==> src/hw/rtl/pva_pkg.sv <==
package pva_pkg;

    // Number of voices held by the allocator.
    localparam int NUM_VOICES = 15;
    localparam int VIDX_W     = (NUM_VOICES > 1) ? $clog2(NUM_VOICES) : 1;

    localparam logic [VIDX_W-1:0] LAST_VOICE = VIDX_W'(NUM_VOICES - 1);

    // Request command codes.
    localparam logic CMD_ALLOC   = 1'b0;
    localparam logic CMD_RELEASE = 1'b1;

    typedef struct packed {
        logic       cmd;
        logic [7:0] request_priority;
        logic [3:0] voice_index;
    } pva_req_t;

    typedef struct packed {
        logic       granted;
        logic [3:0] granted_voice;
        logic       was_stolen;
    } pva_rsp_t;

    // Controller to datapath commands.
    typedef struct packed {
        logic load_req;
        logic decide;
        logic scan_step;
        logic emit;
    } pva_cmd_t;

    // Datapath to controller status.
    typedef struct packed {
        logic is_release;
        logic idle_any;
        logic scan_hit;
        logic scan_last;
    } pva_status_t;

    typedef enum logic [3:0] {
        ST_IDLE   = 4'b0001,
        ST_DECIDE = 4'b0010,
        ST_SCAN   = 4'b0100,
        ST_DONE   = 4'b1000
    } pva_state_t;

endpackage

==> src/hw/rtl/pva_ctrl.sv <==
module pva_ctrl
    import pva_pkg::*;
(
    input  logic        clk,
    input  logic        rst_n,
    input  logic        req_valid,
    output logic        req_ready,
    output logic        rsp_valid,
    input  logic        rsp_ready,
    input  pva_status_t status,
    output pva_cmd_t    cmd
);

    pva_state_t state_reg, state_next;
    logic       rsp_valid_reg, rsp_valid_next;
    logic       out_free;

    assign out_free  = !rsp_valid_reg || rsp_ready;
    assign req_ready = (state_reg == ST_IDLE);
    assign rsp_valid = rsp_valid_reg;

    always_comb
    begin
        state_next    = state_reg;
        cmd           = '0;
        case (state_reg)
            ST_IDLE:
            begin
                if (req_valid)
                begin
                    cmd.load_req = 1'b1;
                    state_next   = ST_DECIDE;
                end
            end
            ST_DECIDE:
            begin
                cmd.decide = 1'b1;
                if (status.is_release || status.idle_any)
                    state_next = ST_DONE;
                else
                    state_next = ST_SCAN;
            end
            ST_SCAN:
            begin
                cmd.scan_step = 1'b1;
                if (status.scan_hit || status.scan_last)
                    state_next = ST_DONE;
            end
            ST_DONE:
            begin
                // The result waits here until the output register is free.
                if (out_free)
                begin
                    cmd.emit   = 1'b1;
                    state_next = ST_IDLE;
                end
            end
            default:
            begin
                state_next = ST_IDLE;
            end
        endcase
    end

    always_comb
    begin
        rsp_valid_next = rsp_valid_reg;
        if (cmd.emit)
            rsp_valid_next = 1'b1;
        else if (rsp_ready)
            rsp_valid_next = 1'b0;
    end

    always_ff @(posedge clk or negedge rst_n)
    begin
        if (!rst_n)
        begin
            state_reg     <= ST_IDLE;
            rsp_valid_reg <= 1'b0;
        end
        else
        begin
            state_reg     <= state_next;
            rsp_valid_reg <= rsp_valid_next;
        end
    end

endmodule

==> src/hw/rtl/pva_datapath.sv <==
module pva_datapath
    import pva_pkg::*;
(
    input  logic        clk,
    input  logic        rst_n,
    input  pva_req_t    req,
    input  pva_cmd_t    cmd,
    output pva_status_t status,
    output pva_rsp_t    rsp
);

    logic [NUM_VOICES-1:0] busy_reg, busy_next;
    logic [7:0]            prio_reg [NUM_VOICES];
    logic [7:0]            prio_next [NUM_VOICES];
    logic [VIDX_W-1:0]     steal_ptr_reg, steal_ptr_next;

    pva_req_t              req_reg, req_next;
    logic [VIDX_W-1:0]     scan_idx_reg, scan_idx_next;
    logic [VIDX_W-1:0]     scan_cnt_reg, scan_cnt_next;
    pva_rsp_t              res_reg, res_next;
    pva_rsp_t              rsp_reg, rsp_next;

    logic [VIDX_W-1:0]     first_idle;
    logic [VIDX_W-1:0]     rel_idx;
    logic [VIDX_W-1:0]     scan_idx_inc;
    logic                  rel_in_range;

    // Lowest-numbered idle voice.
    always_comb
    begin
        first_idle = '0;
        for (int i = NUM_VOICES - 1; i >= 0; i--)
        begin
            if (!busy_reg[i])
                first_idle = VIDX_W'(i);
        end
    end

    assign rel_in_range = (32'(req_reg.voice_index) < 32'(NUM_VOICES));
    assign rel_idx      = VIDX_W'(req_reg.voice_index);
    assign scan_idx_inc = (scan_idx_reg == LAST_VOICE) ? '0 : scan_idx_reg + 1'b1;

    assign status.is_release = (req_reg.cmd == CMD_RELEASE);
    assign status.idle_any   = !(&busy_reg);
    assign status.scan_hit   = (prio_reg[scan_idx_reg] <= req_reg.request_priority);
    assign status.scan_last  = (scan_cnt_reg == LAST_VOICE);

    assign rsp = rsp_reg;

    always_comb
    begin
        busy_next      = busy_reg;
        prio_next      = prio_reg;
        steal_ptr_next = steal_ptr_reg;
        req_next       = req_reg;
        scan_idx_next  = scan_idx_reg;
        scan_cnt_next  = scan_cnt_reg;
        res_next       = res_reg;
        rsp_next       = rsp_reg;

        if (cmd.load_req)
            req_next = req;

        if (cmd.decide)
        begin
            res_next = '0;
            if (status.is_release)
            begin
                if (rel_in_range)
                    busy_next[rel_idx] = 1'b0;
            end
            else if (status.idle_any)
            begin
                busy_next[first_idle]  = 1'b1;
                prio_next[first_idle]  = req_reg.request_priority;
                res_next.granted       = 1'b1;
                res_next.granted_voice = 4'(first_idle);
            end
            else
            begin
                scan_idx_next = steal_ptr_reg;
                scan_cnt_next = '0;
            end
        end

        if (cmd.scan_step)
        begin
            if (status.scan_hit)
            begin
                prio_next[scan_idx_reg] = req_reg.request_priority;
                steal_ptr_next          = scan_idx_inc;
                res_next.granted        = 1'b1;
                res_next.granted_voice  = 4'(scan_idx_reg);
                res_next.was_stolen     = 1'b1;
            end
            else
            begin
                scan_idx_next = scan_idx_inc;
                scan_cnt_next = scan_cnt_reg + 1'b1;
            end
        end

        if (cmd.emit)
            rsp_next = res_reg;
    end

    always_ff @(posedge clk or negedge rst_n)
    begin
        if (!rst_n)
        begin
            busy_reg      <= '0;
            steal_ptr_reg <= '0;
            for (int i = 0; i < NUM_VOICES; i++)
                prio_reg[i] <= '0;
        end
        else
        begin
            busy_reg      <= busy_next;
            steal_ptr_reg <= steal_ptr_next;
            prio_reg      <= prio_next;
        end
    end

    always_ff @(posedge clk)
    begin
        req_reg      <= req_next;
        scan_idx_reg <= scan_idx_next;
        scan_cnt_reg <= scan_cnt_next;
        res_reg      <= res_next;
        rsp_reg      <= rsp_next;
    end

endmodule

==> src/hw/rtl/priority_voice_allocator_top.sv <==
// Channel   Direction  Handshake                Payload
// request   in         req_valid / req_ready    req (pva_req_t: cmd, priority, voice)
// response  out        rsp_valid / rsp_ready    rsp (pva_rsp_t: granted, voice, stolen)
//
// A release or a grant of an idle voice goes from the decide state straight to the done
// state, and the next request is taken once the response has been emitted.
// A steal walks the stored priorities one voice per cycle from the steal pointer,
// visiting at most NUM_VOICES voices.
// Reset makes every voice idle, clears the stored priorities and the steal pointer.
// A stalled response sits in the output register while the next request is worked on.
module priority_voice_allocator_top
    import pva_pkg::*;
(
    input  logic     clk,
    input  logic     rst_n,
    input  logic     req_valid,
    output logic     req_ready,
    input  pva_req_t req,
    output logic     rsp_valid,
    input  logic     rsp_ready,
    output pva_rsp_t rsp
);

    // The controller sequences each request through decide and done states, with scan
    // states between them for a steal; the datapath holds the voice table and the result registers.
    pva_cmd_t    cmd;
    pva_status_t status;

    pva_ctrl u_ctrl (
        .clk       (clk),
        .rst_n     (rst_n),
        .req_valid (req_valid),
        .req_ready (req_ready),
        .rsp_valid (rsp_valid),
        .rsp_ready (rsp_ready),
        .status    (status),
        .cmd       (cmd)
    );

    pva_datapath u_datapath (
        .clk    (clk),
        .rst_n  (rst_n),
        .req    (req),
        .cmd    (cmd),
        .status (status),
        .rsp    (rsp)
    );

endmodule
==> config.mk <==
export PLATFORM = sky130hd
export DESIGN_NAME = priority_voice_allocator_top
export DESIGN_NICKNAME = d
export VERILOG_FILES = /design/src/hw/rtl/pva_pkg.sv /design/src/hw/rtl/pva_ctrl.sv /design/src/hw/rtl/pva_datapath.sv /design/src/hw/rtl/priority_voice_allocator_top.sv
export SDC_FILE = /design/constraint.sdc
export NUM_CORES = 1
export LEC_CHECK = 0
export ABC_AREA = 1
export BUFFER_PORTS_ARGS = -buffer_cell sky130_fd_sc_hd__buf_2
export CAP_MARGIN = 10
export CORE_ASPECT_RATIO = 0.9
export CORE_MARGIN = 2
export CORE_UTILIZATION = 65
export DETAILED_ROUTE_END_ITERATION = 12
export GPL_ROUTABILITY_DRIVEN = 0
export GPL_TIMING_DRIVEN = 0
export MAX_ROUTING_LAYER = met4
export PLACE_DENSITY = 0.84
export SLEW_MARGIN = 10
export SYNTH_ARGS = -nofsm -noshare
export SYNTH_HDL_FRONTEND = slang
export SYNTH_SLANG_ARGS = --single-unit
==> constraint.sdc <==
create_clock -name clk -period 5.2 [get_ports clk]
set_input_delay 0.78 -clock clk [delete_from_list [all_inputs] [get_ports clk]]
set_output_delay 0.78 -clock clk [all_outputs]
set_load 0.005 [all_outputs]
==> results.md <==
- Yosys warns: 0
- Most common library cell in the layout ignoring fill and taps: nand2_1
- Die boundary width: 125.2 um
- Max-slew headroom: 0.4283
- Proportion of synthesized chip area in sequential cells: 0.5187
- Insertion delay of the later-clocked pin in the worst-skew pair: roughly 0.45 ns
- Share of total power in combinational logic: 0.243
- Post-CTS Repair Setup Buffers: 0
- Buffer type at the clock tree root: clkbuf_16
- CP cell instances: clkbuf_1 > nor2_1 > inv_1 > nor2_1 > inv_1 > nor2_1 > a221oi_1 > o21ai_0 > or3_1 > ha_1 > a21oi_1 > o21ai_1 > nand2_1 > o211ai_1 > nand2_2 > nor2_2 > nand2_1 > o211ai_1 > nor2_2
- CTS tree: yes
- Number of gates resized after CTS: 0
- Net switching share of the total power: 0.3453
- Post-placement cell area: 8955 um^2
- Share of the cycle needed by the critical path after routing: 0.9315
- Met2 WL: approximately 10000 um
- WP data arrival: about 4.9 ns
- Reg clk slew, reported paths: about 0.070 ns
- Top_reg_cell synth: dfrtp_1
- Max stage delay on crit path: between 0.6 and 0.7 ns
- Post-layout min period: slightly below 5 ns
- RSZ-0062 raised after global routing: no
- Max-capacitance violation count: 0
- Fraction of power consumed by the clock network: 0.318
- Highest routed metal layer: met4
- Most frequent cells in the layout: nand2_1 (260), dfrtp_1 (143), nand3_1 (84), inv_1 (71), a21oi_1 (59)
- Via count of the first global-routing pass: ~7000
- Full die area: around 14000 um^2
- Gate count after technology mapping: about 1000
- Flop-to-flop setup slack: 0.36 ns
- Die height: 113.1 um
- VDD IR-drop max: 0.4906 mV
- Count of cell types in the netlist: between 50 and 60
- Wire length of the first global-routing pass: roughly 38000 um
- WP data required: about 5.3 ns
- Starting density of the core: 0.6719
- Placed cell count: between 1000 and 1500
- CTS Buffer Depth: 2
- Std cell rows: 39
- Count of flip-flops with a built-in enable after synthesis: 19
- Met3 wire length: ~2800 um
- Path type of the worst min-delay path: primary input to async pin
- Deepest level of the CTS H-tree: 4
- Share of synthesized registers carrying an async set or reset: 0.8136
- Area growth from synthesis to layout: 10.88%
- Final cell count without fillers: ~1200
- Post-Route Skew: between 0.008 and 0.009 ns
- Flop and latch count out of synthesis: 177
- Power density over the cells: roughly 410 nW/um^2
- Number of hold-slack violations in the final timing report: 0
- Global router's overall resource usage: 0.3640
- Pin count of the biggest net entering global routing: between 100 and 150
- # hold bufs at CTS: 0
- Count of final setup violators: 0
- Run status: finished clean
- Count of clock tree sinks: roughly 180
- PortBufs: 24
- Max FFs per register: 120
- Antenna viol nets, final: 0
- Critical Path End Type: register
- Count of TritonRoute iterations in the first routing pass: 5
- Remaining DRCs: 0
- Avg WL per Cell: 19.86 um
- WS Path Type: register to register
- Total inserted antenna cells: 0
- Vias per Instance: approximately 6.3
- Internal cell power: ~2.6 mW
- Transition time at the pin with the least slew margin: around 0.86 ns
- Vias: approximately 7500
- Number of clock buffers inserted by TritonCTS: 17
- Post-Route Hold Slack: approximately 0.19 ns
- Slowest cell on crit path: nor2_2
- Max Freq: 0.2065 GHz
- Net Sw Power: ~1.4 mW
- Post-synthesis cell area: ~8600 um^2
- Total half-perimeter wirelength after legalization and detailed placement: 16270 um
- Total Neg Setup Slack: 0 ns
- Post-synthesis area per instance: ~8.8 um^2
- Synth Net Count: ~1000
- Routed length on met1: 9752 um
- Final number of max-transition violations: 0
- Final routed wirelength across all metal layers: around 24000 um
- Fraction of layout cells with a size suffix above 1: 0.1267
- Leak: 4.656 nW
- Final instance area: about 9500 um^2
- Area of the core: ~13000 um^2
- Sequential fraction of design power: 0.439
- Initial antenna violation count: 0
- Most common cell type on the critical path: nor2_1
- Final-layout fill cell count: roughly 940
- Maximum net fanout on the critical path: 13
- Aggregate global routing overflow: 0
- Top Ports: 25
- Number of nets in the final layout: ~1000
- CP startpoint kind: register
- DRT iter0 DRCs: 1137
## final cells by class
class,instances,area [um^2],share of cell area
buffer,34,180.2,0.01892
clock buffer,17,425.4,0.04467
clock inverter,15,143.9,0.01511
inverter,83,320.3,0.03363
multi-input combinational,683,3636,0.3818
sequential,177,4456,0.4678
tap,164,205.2,0.02154
timing repair buffer,25,157.7,0.01655
## layer usage
layer  global-route usage  up-vias
li1                     -     3399
met1               0.4914     3585
met2               0.5051      442
met3               0.1262       94
met4               0.1556        0
met5                    -        -
## cells in the mapped netlist, types with 6 or more instances
master | instances | share of area
a221oi_1 | 6 | 0.0061
inv_2 | 8 | 0.0035
nand2_2 | 11 | 0.0080
nand3_1 | 84 | 0.049
nand2_1 | 260 | 0.11
nor2_1 | 59 | 0.026
edfxtp_1 | 19 | 0.066
nand2_4 | 8 | 0.010
nand4_1 | 11 | 0.0080
o21ai_0 | 51 | 0.030
nand3_2 | 8 | 0.0093
clkbuf_1 | 19 | 0.0083
buf_2 | 6 | 0.0035
a22oi_1 | 48 | 0.042
dfrtp_1 | 143 | 0.42
a21oi_1 | 59 | 0.034
dfxtp_1 | 14 | 0.033
o21ai_1 | 8 | 0.0047
inv_1 | 71 | 0.031
ha_1 | 10 | 0.015
## power by group through the flow
stage	clock, mW	combinational [mW]	sequential (mW)
global placement	0	0.895	1.74
global route	1.31	1.04	1.75
detailed placement	0	0.924	1.74
CTS	1.25	0.934	1.72
floorplan	0	0.655	1.72
finish	1.25	0.953	1.73
## through the flow
step | power (mW) | utilization | worst slack (ns)
2_1_floorplan | 2.371 | - | 1.643
3_3_place_gp | 2.633 | 0.6973 | 0.2835
3_5_place_dp | 2.668 | 0.7004 | 0.6382
4_1_cts | 3.904 | 0.7450 | 0.5990
5_1_grt | 4.098 | 0.7450 | 0.2033
6_report | 3.929 | 0.7450 | 0.3563
## logic make-up (layout without fill, tap and decap cells)
logic type | Yosys count | count (layout) | share of synthesized area
mux | 1 | 1 | 0.001165
xor+xnor | 1 | 1 | 0.001020
simple gates | 477 | 477 | 0.2660
buf+inv | 117 | 174 | 0.05827
fa+ha+maj | 10 | 10 | 0.01457
flops | 177 | 177 | 0.5187
compound gates | 194 | 194 | 0.1403
## worst paths after layout
path,from,end,depth (start not counted)
min reg2reg,u_datapath.res_reg[0],u_datapath.rsp[0],0
min in group clk,u_datapath.res_reg[0],u_datapath.rsp[0],0
max reg2reg,u_datapath.scan_idx_reg[0],u_datapath.req_reg[7],19
min,rst_n,u_datapath.busy_reg[11],1
max in group asynchronous,rst_n,u_datapath.prio_reg[50],2
max,u_datapath.scan_idx_reg[0],u_datapath.req_reg[7],19
## worst max-delay path: cells and delay by family, from the launching register on
family,cells,cell delay [ns]
buffers and inverters,3,0.72
AO/OA/AOI/OAI,6,1.16
flip-flops,1,0.33
AND/OR/NAND/NOR,9,1.93
adder cells (fa/ha/maj),1,0.30
(Power assumes the default switching activity.)
